## src/hdl/wsd_pkg.sv

```systemverilog
package wsd_pkg;

    localparam int HEADER_BYTES = 8;

    localparam logic [1:0] PH_HEADER  = 2'd0;
    localparam logic [1:0] PH_ID      = 2'd1;
    localparam logic [1:0] PH_LEN     = 2'd2;
    localparam logic [1:0] PH_PAYLOAD = 2'd3;

    localparam logic [2:0] ST_OK      = 3'd0;
    localparam logic [2:0] ST_MAGIC   = 3'd1;
    localparam logic [2:0] ST_VERSION = 3'd2;
    localparam logic [2:0] ST_ID      = 3'd3;
    localparam logic [2:0] ST_LONG    = 3'd4;
    localparam logic [2:0] ST_TRUNC   = 3'd5;

    localparam logic [7:0] MAX_ID = 8'd12;
    localparam logic [2:0] HEADER_LAST = 3'(HEADER_BYTES - 1);
    localparam logic [2:0] LEN_LAST_SHIFT = 3'd4;

    typedef struct packed {
        logic [1:0]  phase;
        logic [2:0]  header_count;
        logic [31:0] length_accum;
        logic [2:0]  length_shift;
        logic [3:0]  current_id;
        logic [31:0] payload_left;
        logic [31:0] byte_offset;
        logic        error_latched;
    } state_t;

    typedef struct packed {
        logic [3:0]  sect_kind;
        logic [31:0] payload_len;
        logic [31:0] payload_offset;
        logic [2:0]  status;
        logic        end_of_module;
    } rec_t;

    localparam state_t STATE_RESET = '{
        phase:         PH_HEADER,
        header_count:  3'd0,
        length_accum:  32'd0,
        length_shift:  3'd0,
        current_id:    4'd0,
        payload_left:  32'd0,
        byte_offset:   32'd0,
        error_latched: 1'b0
    };

    function automatic logic [7:0] header_byte(input logic [2:0] idx);
        logic [7:0] val;
        unique case (idx)
            3'd0:    val = 8'h00;
            3'd1:    val = 8'h61;
            3'd2:    val = 8'h73;
            3'd3:    val = 8'h6D;
            3'd4:    val = 8'h01;
            default: val = 8'h00;
        endcase
        return val;
    endfunction

endpackage

```

## src/hdl/wsd_if.sv

```systemverilog
interface wsd_byte_if;
    logic       valid;
    logic       ready;
    logic [7:0] data_byte;
    logic       last_byte;

    modport source (output valid, output data_byte, output last_byte, input ready);
    modport sink (input valid, input data_byte, input last_byte, output ready);
endinterface

interface wsd_rec_if;
    logic        valid;
    logic        ready;
    logic [3:0]  sect_kind;
    logic [31:0] payload_len;
    logic [31:0] payload_offset;
    logic [2:0]  status;
    logic        end_of_module;

    modport source (
        output valid, output sect_kind, output payload_len,
        output payload_offset, output status, output end_of_module, input ready
    );
    modport sink (
        input valid, input sect_kind, input payload_len,
        input payload_offset, input status, input end_of_module, output ready
    );
endinterface

```

## src/hdl/wsd_step.sv

```systemverilog
module wsd_step (
    input  wsd_pkg::state_t cur,
    input  logic [7:0]      data_byte,
    input  logic            last_byte,
    output wsd_pkg::state_t nxt,
    output logic            emit,
    output wsd_pkg::rec_t   rec
);

    always_comb
    begin
        logic        fail_en;
        logic [2:0]  fail_st;
        logic [31:0] accum_new;
        logic [31:0] left_new;

        nxt       = cur;
        emit      = 1'b0;
        rec       = '0;
        fail_en   = 1'b0;
        fail_st   = wsd_pkg::ST_OK;
        accum_new = cur.length_accum;
        left_new  = cur.payload_left - 32'd1;

        if (!cur.error_latched)
        begin
            unique case (cur.phase)
                wsd_pkg::PH_HEADER:
                begin
                    if (data_byte != wsd_pkg::header_byte(cur.header_count))
                    begin
                        fail_en = 1'b1;
                        fail_st = cur.header_count[2] ? wsd_pkg::ST_VERSION
                                                      : wsd_pkg::ST_MAGIC;
                    end
                    else if (cur.header_count == wsd_pkg::HEADER_LAST)
                    begin
                        nxt.phase = wsd_pkg::PH_ID;
                        if (last_byte)
                        begin
                            emit              = 1'b1;
                            rec.status        = wsd_pkg::ST_OK;
                            rec.end_of_module = 1'b1;
                        end
                    end
                    else
                    begin
                        nxt.header_count = cur.header_count + 3'd1;
                        if (last_byte)
                        begin
                            fail_en = 1'b1;
                            fail_st = wsd_pkg::ST_TRUNC;
                        end
                    end
                end
                wsd_pkg::PH_ID:
                begin
                    nxt.length_accum = 32'd0;
                    nxt.length_shift = 3'd0;
                    if (data_byte > wsd_pkg::MAX_ID)
                    begin
                        nxt.current_id = 4'd0;
                        fail_en        = 1'b1;
                        fail_st        = wsd_pkg::ST_ID;
                    end
                    else
                    begin
                        nxt.current_id = data_byte[3:0];
                        nxt.phase      = wsd_pkg::PH_LEN;
                        if (last_byte)
                        begin
                            fail_en = 1'b1;
                            fail_st = wsd_pkg::ST_TRUNC;
                        end
                    end
                end
                wsd_pkg::PH_LEN:
                begin
                    unique case (cur.length_shift)
                        3'd0:    accum_new = cur.length_accum | {25'd0, data_byte[6:0]};
                        3'd1:    accum_new = cur.length_accum
                                           | {18'd0, data_byte[6:0], 7'd0};
                        3'd2:    accum_new = cur.length_accum
                                           | {11'd0, data_byte[6:0], 14'd0};
                        3'd3:    accum_new = cur.length_accum
                                           | {4'd0, data_byte[6:0], 21'd0};
                        default: accum_new = cur.length_accum | {data_byte[3:0], 28'd0};
                    endcase
                    priority if (cur.length_shift >= wsd_pkg::LEN_LAST_SHIFT
                                 && data_byte[7:4] != 4'd0)
                    begin
                        fail_en = 1'b1;
                        fail_st = wsd_pkg::ST_LONG;
                    end
                    else if (cur.length_shift < wsd_pkg::LEN_LAST_SHIFT && data_byte[7])
                    begin
                        nxt.length_accum = accum_new;
                        nxt.length_shift = cur.length_shift + 3'd1;
                        if (last_byte)
                        begin
                            fail_en = 1'b1;
                            fail_st = wsd_pkg::ST_TRUNC;
                        end
                    end
                    else if (accum_new != 32'd0 && last_byte)
                    begin
                        nxt.length_accum = accum_new;
                        fail_en          = 1'b1;
                        fail_st          = wsd_pkg::ST_TRUNC;
                    end
                    else
                    begin
                        nxt.length_accum   = accum_new;
                        nxt.payload_left   = accum_new;
                        nxt.phase          = (accum_new == 32'd0) ? wsd_pkg::PH_ID
                                                                  : wsd_pkg::PH_PAYLOAD;
                        emit               = 1'b1;
                        rec.sect_kind      = cur.current_id;
                        rec.payload_len    = accum_new;
                        rec.payload_offset = cur.byte_offset + 32'd1;
                        rec.status         = wsd_pkg::ST_OK;
                        rec.end_of_module  = last_byte;
                    end
                end
                wsd_pkg::PH_PAYLOAD:
                begin
                    nxt.payload_left = left_new;
                    if (left_new == 32'd0)
                    begin
                        nxt.phase = wsd_pkg::PH_ID;
                        if (last_byte)
                        begin
                            emit              = 1'b1;
                            rec.status        = wsd_pkg::ST_OK;
                            rec.end_of_module = 1'b1;
                        end
                    end
                    else if (last_byte)
                    begin
                        fail_en = 1'b1;
                        fail_st = wsd_pkg::ST_TRUNC;
                    end
                end
            endcase
        end

        if (fail_en)
        begin
            nxt.error_latched  = 1'b1;
            emit               = 1'b1;
            rec.sect_kind      = nxt.current_id;
            rec.payload_len    = nxt.length_accum;
            rec.payload_offset = cur.byte_offset;
            rec.status         = fail_st;
            rec.end_of_module  = 1'b0;
        end

        nxt.byte_offset = cur.byte_offset + 32'd1;

        if (last_byte)
        begin
            nxt = wsd_pkg::STATE_RESET;
        end
    end

endmodule

```

## src/hdl/wasm_section_deframer_core.sv

```systemverilog
// Byte-serial WebAssembly section deframer: takes one module-file byte per beat, checks the
// magic and version, then for each section emits one record (id, ULEB128 length, payload
// offset) as soon as its length is decoded, plus a clean end-of-module record and error
// records for bad magic, bad version, unknown id, overlong length and truncation. After an
// error, bytes are dropped up to the last byte of the file; the byte after a last byte starts
// a new file. It sustains one byte per clock while no record waits on the output: each byte
// passes an input register, a combinational state update and a record register, so a record
// is presented once the byte causing it has moved on from the input register. Bytes are only
// held back while a finished record waits on the output.
module wasm_section_deframer_core (
    input  logic              clk,
    input  logic              rst_n,
    wsd_byte_if.sink          in_beat,
    wsd_rec_if.source         out_beat
);

    logic            in_valid_reg;
    logic [7:0]      in_data_reg;
    logic            in_last_reg;
    wsd_pkg::state_t state_reg;
    wsd_pkg::state_t state_next;
    logic            step_emit;
    wsd_pkg::rec_t   step_rec;
    logic            out_valid_reg;
    logic            out_valid_next;
    wsd_pkg::rec_t   out_rec_reg;
    logic            advance;

    assign advance       = in_valid_reg && (!out_valid_reg || out_beat.ready);
    assign in_beat.ready = !in_valid_reg || advance;

    wsd_step u_step (
        .cur       (state_reg),
        .data_byte (in_data_reg),
        .last_byte (in_last_reg),
        .nxt       (state_next),
        .emit      (step_emit),
        .rec       (step_rec)
    );

    always_comb
    begin
        out_valid_next = out_valid_reg;
        if (advance)
        begin
            out_valid_next = step_emit;
        end
        else if (out_beat.ready)
        begin
            out_valid_next = 1'b0;
        end
    end

    always_ff @(posedge clk or negedge rst_n)
    begin
        if (!rst_n)
        begin
            in_valid_reg  <= 1'b0;
            out_valid_reg <= 1'b0;
            state_reg     <= wsd_pkg::STATE_RESET;
        end
        else
        begin
            if (in_beat.ready)
            begin
                in_valid_reg <= in_beat.valid;
            end
            out_valid_reg <= out_valid_next;
            if (advance)
            begin
                state_reg <= state_next;
            end
        end
    end

    always_ff @(posedge clk)
    begin
        if (in_beat.ready && in_beat.valid)
        begin
            in_data_reg <= in_beat.data_byte;
            in_last_reg <= in_beat.last_byte;
        end
        if (advance && step_emit)
        begin
            out_rec_reg <= step_rec;
        end
    end

    assign out_beat.valid          = out_valid_reg;
    assign out_beat.sect_kind      = out_rec_reg.sect_kind;
    assign out_beat.payload_len    = out_rec_reg.payload_len;
    assign out_beat.payload_offset = out_rec_reg.payload_offset;
    assign out_beat.status         = out_rec_reg.status;
    assign out_beat.end_of_module  = out_rec_reg.end_of_module;

`ifndef SYNTH
    // latched error stays silent
    assert property (@(posedge clk) disable iff (!rst_n)
        advance && state_reg.error_latched |-> !step_emit)
    else $error("record emitted after latched error");

    // last byte returns to a fresh header
    assert property (@(posedge clk) disable iff (!rst_n)
        advance && in_last_reg |=> state_reg.phase == wsd_pkg::PH_HEADER
            && state_reg.header_count == 3'd0 && !state_reg.error_latched)
    else $error("state not cleared after last byte");

    // held byte is not lost while the record slot is busy
    assert property (@(posedge clk) disable iff (!rst_n)
        in_valid_reg && !advance |=> in_valid_reg && $stable(in_data_reg)
            && $stable(in_last_reg))
    else $error("held byte dropped");

    // good records carry a defined section id
    assert property (@(posedge clk) disable iff (!rst_n)
        out_valid_reg && out_rec_reg.status == wsd_pkg::ST_OK
            |-> {4'd0, out_rec_reg.sect_kind} <= wsd_pkg::MAX_ID)
    else $error("record with undefined section id");
`endif

endmodule

```

## src/flat_wrapper.sv

```systemverilog
// flat-port wrapper written by rule: the top's interface ports become plain ports
module wasm_section_deframer_core_flat 
  (clk, rst_n, in_beat_valid, in_beat_data_byte, in_beat_last_byte, in_beat_ready, out_beat_valid, out_beat_sect_kind, out_beat_payload_len, out_beat_payload_offset, out_beat_status, out_beat_end_of_module, out_beat_ready);
  wsd_byte_if in_beat_i ();
  wsd_rec_if out_beat_i ();
  input  logic clk;
  input  logic rst_n;
  input wire logic [$bits(in_beat_i.valid)-1:0] in_beat_valid;
  input wire logic [$bits(in_beat_i.data_byte)-1:0] in_beat_data_byte;
  input wire logic [$bits(in_beat_i.last_byte)-1:0] in_beat_last_byte;
  output wire logic [$bits(in_beat_i.ready)-1:0] in_beat_ready;
  output wire logic [$bits(out_beat_i.valid)-1:0] out_beat_valid;
  output wire logic [$bits(out_beat_i.sect_kind)-1:0] out_beat_sect_kind;
  output wire logic [$bits(out_beat_i.payload_len)-1:0] out_beat_payload_len;
  output wire logic [$bits(out_beat_i.payload_offset)-1:0] out_beat_payload_offset;
  output wire logic [$bits(out_beat_i.status)-1:0] out_beat_status;
  output wire logic [$bits(out_beat_i.end_of_module)-1:0] out_beat_end_of_module;
  input wire logic [$bits(out_beat_i.ready)-1:0] out_beat_ready;
  assign in_beat_i.valid = in_beat_valid;
  assign in_beat_i.data_byte = in_beat_data_byte;
  assign in_beat_i.last_byte = in_beat_last_byte;
  assign in_beat_ready = in_beat_i.ready;
  assign out_beat_valid = out_beat_i.valid;
  assign out_beat_sect_kind = out_beat_i.sect_kind;
  assign out_beat_payload_len = out_beat_i.payload_len;
  assign out_beat_payload_offset = out_beat_i.payload_offset;
  assign out_beat_status = out_beat_i.status;
  assign out_beat_end_of_module = out_beat_i.end_of_module;
  assign out_beat_i.ready = out_beat_ready;
  wasm_section_deframer_core u_core (.clk(clk), .rst_n(rst_n), .in_beat(in_beat_i), .out_beat(out_beat_i));
endmodule
```

## config.mk

```make
export PLATFORM = sky130hd
export DESIGN_NAME = wasm_section_deframer_core_flat
export DESIGN_NICKNAME = d
export VERILOG_FILES = /design/src/hdl/wsd_pkg.sv /design/src/hdl/wsd_if.sv /design/src/hdl/wsd_step.sv /design/src/hdl/wasm_section_deframer_core.sv /design/src/flat_wrapper.sv
export SDC_FILE = /design/constraint.sdc
export NUM_CORES = 1
export LEC_CHECK = 0
export BUFFER_PORTS_ARGS = -buffer_cell sky130_fd_sc_hd__clkbuf_2
export CAP_MARGIN = 40
export CORE_UTILIZATION = 40
export CTS_CLUSTER_DIAMETER = 30
export CTS_CLUSTER_SIZE = 16
export DETAILED_ROUTE_END_ITERATION = 8
export GPL_ROUTABILITY_DRIVEN = 0
export PLACE_DENSITY = 0.54
export SLEW_MARGIN = 20
export SYNTH_ARGS = -nofsm -noshare
export SYNTH_HDL_FRONTEND = slang
export SYNTH_SLANG_ARGS = --single-unit
```

## constraint.sdc

```tcl
create_clock -name clk -period 11.6 [get_ports clk]
set_clock_uncertainty 0.2 [all_clocks]
set_input_delay 1.16 -clock clk [delete_from_list [all_inputs] [get_ports clk]]
set_output_delay 1.16 -clock clk [all_outputs]
set_load 0.1 [all_outputs]
```

# == Yosys cells after proc, flatten, opt, wreduce, memory -nomap -nowiden ==
# Cells that the tools add are included.
# W data, S select, Z words.
# classes
n_mux,72
magnitude_cmp,3
n_addsub,4
bitwise,5
n_reduce_logical,27
n_eq_ne,23
# op_table
operator,n
$mux W72,5
$mux W32,5
$pmux W32 S4,1
$mux W109,1
$mux W76,1
$pmux W35 S2,1
$mux W68,1
$logic_not A32 Y1,2
$pmux W32 S2,1
$mux W3,12
$mux W35,1
$add A32 B1 Y32 const B,1
$or A32 B14 Y32,1
$or A32 B21 Y32,1
$or A32 B28 Y32,1
$or A32 B32 Y32,1
$or A32 B7 Y32,1
$reduce_bool A32 Y1,1
$sub A32 B1 Y32 const B,1
$pmux W7 S4,1
$ne A3 B2 Y1 const B,8
$mux W1,21
$mux W4,5
$mux W2,8
other kinds (31),52
# word_totals
ff_bits,192

# == Depth between registers and ports, before layout ==
# Gate-level depths: netlist (run 1).
# depth
depth_word,13
depth_mapped,15

# == Modules after synthesis ==
# A second synthesis (run 1) with hierarchy kept.
# hier_totals
hier_cells,1253
hier_area_um2,12116.6
# modules_own_cells
module,cells_each,seq_area_each_um2,area_each_um2,instances
wasm_section_deframer_core,321,5210.0,6601.3,1
wsd_step,932,0.0,5515.3,1

# == Worst setup path before layout (run 1) ==
# No wires, ideal clock.
# synth_timing
path_kind,register to register
startpoint,register u_core.state_reg[33] in the netlist's numbering
endpoint,register u_core.out_rec_reg (netlist bit u_core.out_beat.end_of_module) (enable)
setup_ns,0.591
stages_incl_launch_ff,12
t_arrival_ns,8.010
path_slack_ns,2.799
synth_period_minus_slack_ns,8.801
cell_sequence,dfrtp_1 inv_1 ha_1 or4b_1 or4_4 o31a_1 a2111oi_0 o21ai_1 nor4_4 a211oi_1 o21a_1 nor3_1
# synth_via
elab_chain_cells,7
# synth_rtl
item,line_no,rtl
start: declaration,wasm_section_deframer_core.sv:20,wsd_pkg::state_t state_reg;
start signal: assignment,wasm_section_deframer_core.sv:60,state_reg <= wsd_pkg::STATE_RESET;
start signal: assignment,wasm_section_deframer_core.sv:71,state_reg <= state_next;
$sub A32 B1 Y32 (*),wsd_step.sv:23,left_new = cur.payload_left - 32'd1;
$logic_not A32 Y1 (*),wsd_step.sv:128,if (left_new == 32'd0)
$mux W1,wsd_step.sv:128,
$pmux W1 S4 or $pmux W1 S3 (tied branches),wsd_step.sv:27,unique case (cur.phase)
$mux W1,wsd_step.sv:25,if (!cur.error_latched)
$mux W1 (*),wsd_step.sv:147,if (fail_en)
$logic_and A1 B1 Y1 (*),wasm_section_deframer_core.sv:83,if (advance && step_emit)
end signal: assignment,wasm_section_deframer_core.sv:85,out_rec_reg <= step_rec;
end: declaration,wasm_section_deframer_core.sv:26,wsd_pkg::rec_t out_rec_reg;
# Every way passes the cells marked *; elsewhere a longest branch is shown, timed or not.
# A chain may end at the register's enable or synchronous reset.

# == Worst setup path in the final report (run 1) ==
# layout_timing
startpoint,register u_core.state_reg[71] in the netlist's numbering
endpoint,register u_core.out_rec_reg (netlist bit u_core.out_beat.payload_offset[13]) (enable)
# layout_via
elab_chain_cells,13
# layout_rtl
item,line_no,rtl
"$eq A3 B2 Y1, or another cell as far along",wsd_step.sv:79,unique case (cur.length_shift)
$pmux W32 S4,wsd_step.sv:79,
$mux W32,wsd_step.sv:27,
$mux W32,wsd_step.sv:25,
$reduce_bool A32 Y1,wsd_step.sv:105,else if (accum_new != 32'd0 && last_byte)
$logic_and A1 B1 Y1,wsd_step.sv:105,
$mux W1,wsd_step.sv:105,
$mux W1,wsd_step.sv:95,else if (cur.length_shift < wsd_pkg::LEN_LAST_SHIFT && data_byte[7])
$mux W1,wsd_step.sv:89,priority if (cur.length_shift >= wsd_pkg::LEN_LAST_SHIFT
$pmux W1 S4 or $pmux W1 S3 (tied branches),wsd_step.sv:27,
$mux W1,wsd_step.sv:25,
$mux W1 (*),wsd_step.sv:147,
$logic_and A1 B1 Y1 (*),wasm_section_deframer_core.sv:83,
# Every way passes the cells marked *; elsewhere a longest branch is shown, timed or not. The select of a mux whose other input is x is not followed.

==> flow_metrics.py, run 1 <==
metrics = {
    "run_status": {
        "status": "finished clean",
    },
    "worst_setup_path": {
        "path_class": "reg -> reg",
        "reg2reg_to": "u_core.out_beat.payload_offset[13]",
        "end_kind": "flop",
        "critPathLaunchType": "flop",
        "setup.worst_path.end": "u_core.out_beat.payload_offset[13]",
        "cp.required_ns": 11.48,
        "rr_startpoint": "u_core.state_reg[71]",
        "crit_cells": 13,
        "worstPathArrival_ns": 5.29,
        "r2r_slack_ns": 6.19,
        "startpoint": "u_core.state_reg[71]",
        "worst-path-max-fanout": 48,
        "path_buf_inv": 3,
        "crit_chain": "inv_1, ha_1, or4_1, nand2_1, nand2_1, nor4b_1, nand2_1, a211oi_4, buf_4, a211oi_1, o21a_1, nor3_2, buf_4",
        "max_stage_delay_ns": 0.70,
        "crit_family": "simple AND/OR/NAND/NOR gates",
        "rr_worst_depth": 13,
        "critPathSlowestCell": "dfrtp_1",
        "cp_common_cell": "nand2_1",
    },
    "die": {
        "fp.dieArea_sq_mm": 0.02832,
        "initial_core_util": 0.4092,
        "row_count": 60,
        "dieWidth_um": 168.3,
        "io-pin-count": 87,
        "core_region_area_sq_mm": 0.02703,
        "dieHeight_um": 168.3,
    },
    "logic_synthesis": {
        "synthMuxAreaShare": 0.007467,
        "ys.flop_type": "dfrtp_1",
        "ys_seq_area_frac": 0.4711,
        "ys_ff_latch": 192,
        "synth_compound_area_frac": 0.2559,
        "synthCells": 1230,
        "synth_nets": 1262,
        "yosys.cell_types.count": 67,
        "synth-adder-area-share": 0.02150,
        "synthSimpleGateAreaFrac": 0.1897,
        "synth_warnings": 0,
        "postSynthAreaPerCell_sq_um": 8.991,
        "synth_top_family_by_area": "compound AO/OA/AOI/OAI gates",
        "ys_async_sr_fraction": 0.5781,
        "synth_edf_count": 81,
        "synth-xor-area-share": 0.003960,
        "synth_area_sq_mm": 0.01106,
    },
    "clock_network": {
        "clk_pin_slew_ns": 0.08,
        "clock-sinks": 192,
        "cts-hold-fix-buffers": 0,
        "cts_setup_buffers": 0,
        "clock_latency_ns": 0.45,
        "cts_inserted_buffers": 17,
        "ctsResizeCount": 0,
        "clockRootBuffer": "clkbuf_16",
        "htree_levels": 4,
        "cts_tree": "yes",
        "clock_path_buffers": 2,
    },
    "sta": {
        "rsz0062_at_grt": "false",
        "fmax_ghz": 0.1850,
        "finalHoldViolCount": 0,
        "slew_headroom": 0.4455,
        "setup_viol": 0,
        "tightest_slew_ns": 0.8318,
        "period_share": 0.4660,
        "final_max_slew_viol_count": 0,
        "tns_ns": 0,
        "fin_crit_ns": 5.406,
    },
    "place": {
        "port_buffers": 86,
        "hpwlAfterDp_um": 23350,
    },
    "pwr": {
        "totalPowerFinal_w": 0.002751,
        "power.leakage_nw": 4.878,
        "power.density_mw_per_mm2": 220.3,
        "peakVddDrop_v": 0.00008217,
    },
    "routing": {
        "drt_drc_violations_left": 0,
        "totalWireLength_um": 34430,
        "vias_per_cell": 6.190,
        "ant_nets": 0,
        "first_pass_iters": 5,
        "drt_iter0_drc": 1072,
        "wl_per_cell_um": 21.15,
        "vias": 10077,
    },
    "global_routing": {
        "antenna_found_initial": 1,
        "grt_pass1_wl_um": 53900,
        "overflow": 0,
        "grt_util_all_layers": 0.2441,
        "first_global_vias": 9301,
        "grt_max_degree": 77,
    },
    "final_layout": {
        "drive_above_1_share": 0.1267,
        "syn_to_final_growth_pct": 12.91,
        "largest_register_ffs": 109,
        "num-fill-cells": 2681,
        "nNetsFinal": 1305,
        "regArea_sq_mm": 0.005210,
        "multi_input_area_sq_mm": 0.005313,
    },
    "flow_run": {
        "drv_cap": 0,
    },
    "worst_hold_path": {
        "hold_class": "reg -> reg",
        "hold_start": "u_core.state_reg[65]",
    },
}
## worst min path at each step
stage	to	slack, ns	cells after the start
6_report	u_core.state_reg[65]	0.31	1
5_1_grt	u_core.state_reg[65]	0.34	1
3_5_place_dp	u_core.state_reg[65]	0.29	1
2_1_floorplan	u_core.state_reg[65]	0.27	1
4_1_cts	u_core.state_reg[65]	0.31	1
3_3_place_gp	u_core.state_reg[65]	0.29	1
## area by class of cell
class | count | share of cell area
Multi-Input combinational cell | 901 | 0.4255
Inverter | 52 | 0.01563
Timing Repair Buffer | 109 | 0.05511
Clock inverter | 14 | 0.01703
Clock buffer | 18 | 0.03517
Sequential cell | 192 | 0.4172
Antenna cell | 1 | 0.0002004
Tap cell | 341 | 0.03417
## cells in the mapped netlist, drive strengths merged (2+ instances only)
master	n	area, sq um
buf	13	91.33
mux2	2	22.52
nand2b	5	31.28
a41oi	2	17.52
clkbuf	72	270.3
a21o	5	37.54
o2111ai	2	17.52
nor4	22	152.7
nand3b	2	15.01
o2bb2ai	4	35.03
edfxtp	81	2432
nor2	88	330.3
a21oi	111	555.5
o22ai	34	212.7
nand4	20	125.1
and3	9	56.30
o21a	3	23.77
a31oi	10	62.56
inv	51	191.4
o211ai	5	37.54
o32ai	31	271.5
or2	5	31.28
or3	25	156.4
o21ai	131	663.1
o31ai	8	65.06
o41ai	3	33.79
nand2	98	367.9
or4b	2	20.02
a2111oi	2	18.77
dfrtp	111	2778
mux2i	6	60.06
nor2b	13	81.33
nand3	42	210.2
nor4b	3	26.28
nor3	74	375.4
or4	7	56.30
ha	19	237.7
xnor2	5	43.79
a22o	48	420.4
a211oi	5	37.54
a22oi	32	240.2
and2	7	43.79
## logic make-up after synthesis
kind of cell	after synthesis
fa+ha+maj	19
mux	8
flops	192
xor+xnor	5
buf+inv	137
compound gates	445
simple gates	424
## metrics by stage
| stage | setup slack, ns | utilization | cells | cell area (sq um) | hold slack [ns] |
|---|---|---|---|---|---|
| floorplan | 2.799 | - | 1230 | 11060 | 0.2733 |
| global placement | 6.267 | 0.4328 | 1588 | 11700 | 0.2939 |
| detailed placement | 6.086 | 0.4365 | 1593 | 11800 | 0.2936 |
| CTS | 6.093 | 0.4606 | 1625 | 12450 | 0.3146 |
| global route | 5.853 | 0.4619 | 1627 | 12480 | 0.3384 |
| finish | 6.194 | 0.4620 | 1628 | 12490 | 0.3128 |
## metal layers
layer  vias up  routed length [um]  global-route usage
li1       4739                   -                   -
met5         -                   0                   0
met4         0                 504             0.06522
met3        30                2022             0.04278
met2       376               15190              0.3614
met1      4932               16710              0.3647
## power by group
| part | total (W) | switching, W | leakage [nW] | internal [W] |
|---|---|---|---|---|
| combinational | 0.00112 | 0.000815 | 2.27 | 0.000302 |
| clock | 0.000646 | 0.000305 | 0.315 | 0.000341 |
| sequential | 0.000988 | 0.000140 | 2.29 | 0.000848 |
| total | 0.00275 | 0.00126 | 4.88 | 0.00149 |
## cells in the final DEF, fill, tap and decap left out, types with 42 or more instances in the layout
cell type	count
o21ai_0	128
a21oi_1	111
dfrtp_1	111
nand2_1	97
nor2_1	88
clkbuf_2	85
edfxtp_1	81
nor3_1	72
inv_1	50
a22o_1	48
nand3_1	42
No activity file was read; power rests on OpenSTA's default activity.
==> inputs of run 2 (changes only) <==
PLACE_DENSITY = 0.56   (was 0.54)
clock period = 4.5 ns   (was 11.6 ns; I/O delays follow)
==> flow_metrics.py, run 2 (synthesis gave the netlist of run 1 again) <==
metrics = {
    "run_status": {
        "status": "finished clean",
    },
    "routing": {
        "drt_drc_violations_left": 0,
        "wl_per_cell_um": 20.76,
        "ant_nets": 0,
        "totalWireLength_um": 34620,
        "first_pass_iters": 5,
        "vias_per_cell": 6.179,
        "vias": 10307,
        "drt_iter0_drc": 1177,
    },
    "sta": {
        "worst_hold_slack_ns": 0.02238,
        "fin_crit_ns": 4.365,
        "finalHoldViolCount": 0,
        "setup_viol": 0,
        "rsz0062_at_grt": "false",
        "period_share": 0.9700,
        "fmax_ghz": 0.2291,
        "tns_ns": 0,
        "slew_headroom": 0.4852,
        "final_max_slew_viol_count": 0,
        "tightest_slew_ns": 0.7663,
    },
    "clock_network": {
        "clock_latency_ns": 0.44,
        "htree_levels": 4,
        "cts_inserted_buffers": 17,
        "clockRootBuffer": "clkbuf_16",
        "clock_path_buffers": 2,
        "clk_pin_slew_ns": 0.08,
        "clock-sinks": 192,
        "cts_tree": "yes",
    },
    "pwr": {
        "clockPowerShare": 0.218,
        "comb_power_share": 0.431,
        "power.density_mw_per_mm2": 560.9,
        "power_frac_seq": 0.351,
        "swShare": 0.4555,
        "power.leakage_nw": 5.062,
        "peakVddDrop_v": 0.0003359,
        "p_switching_w": 0.003287,
        "p_int_w": 0.003929,
    },
    "worst_setup_path": {
        "critPathLaunchType": "flop",
        "end_kind": "flop",
        "rr_worst_depth": 15,
        "path_class": "reg -> reg",
        "cp.required_ns": 4.46,
        "worst-path-max-fanout": 12,
        "worstPathArrival_ns": 4.32,
    },
    "final_layout": {
        "largest_register_ffs": 109,
        "drive_above_1_share": 0.1507,
        "syn_to_final_growth_pct": 16.33,
        "final_cell_mix": "o21ai_0 (128), a21oi_1 (111), dfrtp_1 (111)",
        "final_common_cell": "o21ai_0",
        "antenna_cells": 0,
        "nNetsFinal": 1346,
    },
    "die": {
        "dieWidth_um": 168.3,
        "core_region_area_sq_mm": 0.02703,
        "io-pin-count": 87,
        "fp.dieArea_sq_mm": 0.02832,
        "row_count": 60,
        "initial_core_util": 0.4092,
        "dieHeight_um": 168.3,
    },
    "global_routing": {
        "grt_pass1_wl_um": 54250,
        "first_global_vias": 9397,
        "overflow": 0,
        "antenna_found_initial": 0,
        "grt_max_degree": 57,
        "grt_util_all_layers": 0.2435,
    },
    "flow_run": {
        "drv_cap": 0,
    },
    "worst_hold_path": {
        "hold_class": "in -> reg",
        "hold_depth": 2,
    },
    "place": {
        "hpwlAfterDp_um": 23410,
        "port_buffers": 86,
    },
}
==> run 2: worst paths after layout <==
path	end	slack, ns	start
setup / recovery	u_core.out_beat.payload_offset[0]	0.14	u_core.state_reg[34]
hold / removal	u_core.in_valid_reg	0.02	in_beat_valid
setup reg to reg	u_core.out_beat.payload_offset[0]	0.14	u_core.state_reg[34]
hold reg to reg	u_core.state_reg[66]	0.32	u_core.state_reg[66]
max in group asynchronous	u_core.state_reg[1]	2.93	rst_n
min in group asynchronous	u_core.state_reg[93]	0.15	rst_n
==> run 2: layer usage <==
metal,GRT usage,wire [um],up-vias
met3,0.03220,2248,31
li1,-,-,4838
met5,0,0,-
met1,0.3718,16550,5004
met4,0.05020,443,0
met2,0.3659,15380,434
==> run 2: worst max-delay path: stages (launching register included) <==
cell and delay (ns):
dfrtp_1 0.40, inv_1 0.12, ha_4 0.16, or4b_4 0.52, or4_4 0.55, buf_4 0.18, nor4_4 0.23, xnor2_1 0.15
nand4_1 0.17, nor4_4 0.28, buf_4 0.19, a211oi_1 0.08, o21a_1 0.22, nor3_4 0.21, buf_4 0.22, clkbuf_16 0.19
==> run 2: final cells by class <==
class,instances,area [sq um]
flip-flops and latches,192,5210
fillers,2597,14160
inverters,52,195.2
clock inverters,14,173.9
well taps,341,426.7
clock buffers,18,429.2
multi-input cells,902,5391
repair buffers,149,1039
==> run 2: power groups by stage <==
stage	logic (W)	registers [W]	clock network [W]
3_3_place_gp	0.00292	0.00256	0
3_5_place_dp	0.00292	0.00256	0
2_1_floorplan	0.00161	0.00314	0
4_1_cts	0.00293	0.00252	0.00160
5_1_grt	0.00335	0.00258	0.00167
6_report	0.00311	0.00254	0.00157
==> run 2: per-stage QoR <==
stage / setup slack (ns) / cells / utilization / cell area (sq um) / total power, W
after CTS: 0.04995 / 1658 / 0.4690 / 12680 / 0.007061
after global routing: 0.0007550 / 1668 / 0.4760 / 12860 / 0.007600
after detailed placement: 0.07293 / 1616 / 0.4430 / 11970 / 0.005475
after global placement: 0.1092 / 1614 / 0.4416 / 11930 / 0.005473
after floorplan: -0.9872 / 1230 / - / 11080 / 0.004750
final: 0.1351 / 1668 / 0.4760 / 12860 / 0.007216
==> run 2: repair_timing <==
action                                  in CTS  in global routing
endpoints found under the setup margin       0                136
setup buffers                                0                  6
hold buffers                                10                  0
gates resized for setup                      0                 14
endpoints found under the hold margin       63                  0
==> inputs of run 3 (changes only) <==
CORE_ASPECT_RATIO = 1.4   (was default)
GPL_TIMING_DRIVEN = 0   (was default)
==> flow_metrics.py, run 3 (synthesis gave the netlist of run 1 again) <==
metrics = {
    "worst_setup_path": {
        "critPathLaunchType": "flop",
        "path_class": "reg -> reg",
        "worst-path-max-fanout": 10,
        "rr_worst_depth": 14,
        "rr_startpoint": "u_core.state_reg[34]",
        "worstPathArrival_ns": 4.44,
        "end_kind": "flop",
        "cp.required_ns": 4.49,
        "startpoint": "u_core.state_reg[34]",
    },
    "sta": {
        "fin_crit_ns": 4.450,
        "slew_headroom": 0.3922,
        "tightest_slew_ns": 0.9117,
        "worst_hold_slack_ns": 0.1020,
        "final_max_slew_viol_count": 0,
        "period_share": 0.9889,
        "finalHoldViolCount": 0,
        "setup_viol": 0,
        "fmax_ghz": 0.2247,
    },
    "die": {
        "core_region_area_sq_mm": 0.02701,
        "fp.dieArea_sq_mm": 0.02833,
        "io-pin-count": 87,
        "dieHeight_um": 198.7,
        "dieWidth_um": 142.5,
        "initial_core_util": 0.4095,
        "row_count": 71,
    },
    "place": {
        "hpwlAfterDp_um": 27170,
        "port_buffers": 86,
        "dpl.cell_count": 1689,
    },
    "pwr": {
        "peakVddDrop_v": 0.0002942,
        "power.leakage_nw": 5.105,
        "comb_power_share": 0.450,
        "p_switching_w": 0.003317,
        "power.density_mw_per_mm2": 558.1,
        "totalPowerFinal_w": 0.007337,
        "power_frac_seq": 0.341,
        "swShare": 0.4521,
        "clockPowerShare": 0.209,
        "p_int_w": 0.004019,
    },
    "routing": {
        "wl_per_cell_um": 21.58,
        "ant_nets": 0,
        "totalWireLength_um": 37740,
        "drt_iter0_drc": 954,
        "vias": 10614,
        "drt_drc_violations_left": 0,
        "vias_per_cell": 6.069,
        "first_pass_iters": 6,
    },
    "final_layout": {
        "antenna_cells": 0,
        "nNetsFinal": 1403,
        "largest_register_ffs": 109,
        "fin_cells": 1749,
        "final_common_cell": "o21ai_0",
        "final_cell_mix": "o21ai_0 (128), a21oi_1 (111), dfrtp_1 (110)",
        "final_core_util": 0.4868,
        "syn_to_final_growth_pct": 18.87,
        "drive_above_1_share": 0.1402,
    },
    "worst_hold_path": {
        "hold_depth": 3,
        "hold_class": "in -> reg",
        "hold_start": "out_beat_ready",
    },
    "clock_network": {
        "clock_path_buffers": 2,
        "htree_levels": 4,
        "clockRootBuffer": "clkbuf_16",
        "clock_latency_ns": 0.47,
        "clock-sinks": 192,
        "cts_tree": "yes",
        "cts_inserted_buffers": 17,
        "clk_pin_slew_ns": 0.07,
    },
    "global_routing": {
        "grt_util_all_layers": 0.2718,
        "antenna_found_initial": 0,
        "grt_pass1_wl_um": 57720,
        "overflow": 0,
        "grt_max_degree": 78,
        "first_global_vias": 10232,
    },
    "run_status": {
        "status": "finished clean",
    },
    "flow_run": {
        "drv_cap": 0,
    },
}
==> run 3: cell types whose count changed in the layout (fill, tap and decap cells not counted), sizes merged <==
cell,before,now
bufinv,1,2
buf,52,37
dlygate4sd3,10,11
clkinv,6,9
or4,8,7
inv,58,53
clkbuf,105,178
==> run 3: power groups by stage <==
stage | sequential, W | clock (W) | combinational (W)
after global routing | 0.00254 | 0.00161 | 0.00353
final | 0.00250 | 0.00153 | 0.00330
after detailed placement | 0.00252 | 0 | 0.00303
after CTS | 0.00249 | 0.00156 | 0.00316
after floorplan | 0.00314 | 0 | 0.00161
after global placement | 0.00253 | 0 | 0.00298
==> run 3: worst paths after layout <==
kind | endpoint | slack [ns]
worst max register to register | u_core.out_beat.payload_len[31] | 0.05
max in group asynchronous | u_core.state_reg[41] | 3.09
worst max-delay path | u_core.out_beat.payload_len[31] | 0.05
worst min-delay path | u_core.in_valid_reg | 0.10
worst min register to register | u_core.state_reg[67] | 0.31
min in group asynchronous | u_core.state_reg[16] | 0.27
==> run 3: area by class of cell <==
class / instances / area [sq um]
Clock buffer: 19 / 432.9
Buffer: 84 / 380.4
Fill cell: 2614 / 13860
Timing Repair Buffer: 123 / 848.3
Multi-Input combinational cell: 901 / 5483
Sequential cell: 192 / 5211
Clock inverter: 13 / 138.9
Tap cell: 365 / 456.7
Inverter: 52 / 195.2
==> run 3: worst max-delay path, cell delays in order (launching register included) <==
cell and delay, ns:
dfrtp_1 0.40, inv_2 0.09, ha_4 0.14, or4b_4 0.48, or4_4 0.58, or3_1 0.44
o2111ai_1 0.27, a22o_1 0.24, nor4_4 0.05, buf_6 0.15, buf_4 0.15, o2111ai_4 0.32
o21ai_4 0.17, buf_6 0.19, a22o_1 0.29
==> run 3: repair_timing <==
item,4_1_cts,5_1_grt
gates cloned,1,1
pin swaps,4,14
endpoints found under the hold margin,44,0
gates resized for setup,19,37
hold buffers,11,0
endpoints found under the setup margin,145,121
buffers inserted,10,9
==> run 3: layer usage <==
metal  track usage  wire length (um)  up-vias
li1              -                 -     4939
met1        0.3057             14360     5152
met2        0.4840             19610      412
met3       0.03370              1796      111
met4        0.1724              1981        0
met5             0                 0        -
==> run 3: through the flow <==
stage | cell area, sq um | worst slack, ns | setup TNS [ns]
after global routing | 13150 | -0.03075 | -0.2603
final | 13150 | 0.04992 | 0
after floorplan | 11080 | -0.9872 | -71.08
after detailed placement | 12090 | -0.9818 | -69.65
after global placement | 11970 | -3.012 | -259.36
after CTS | 12950 | 0.005759 | 0
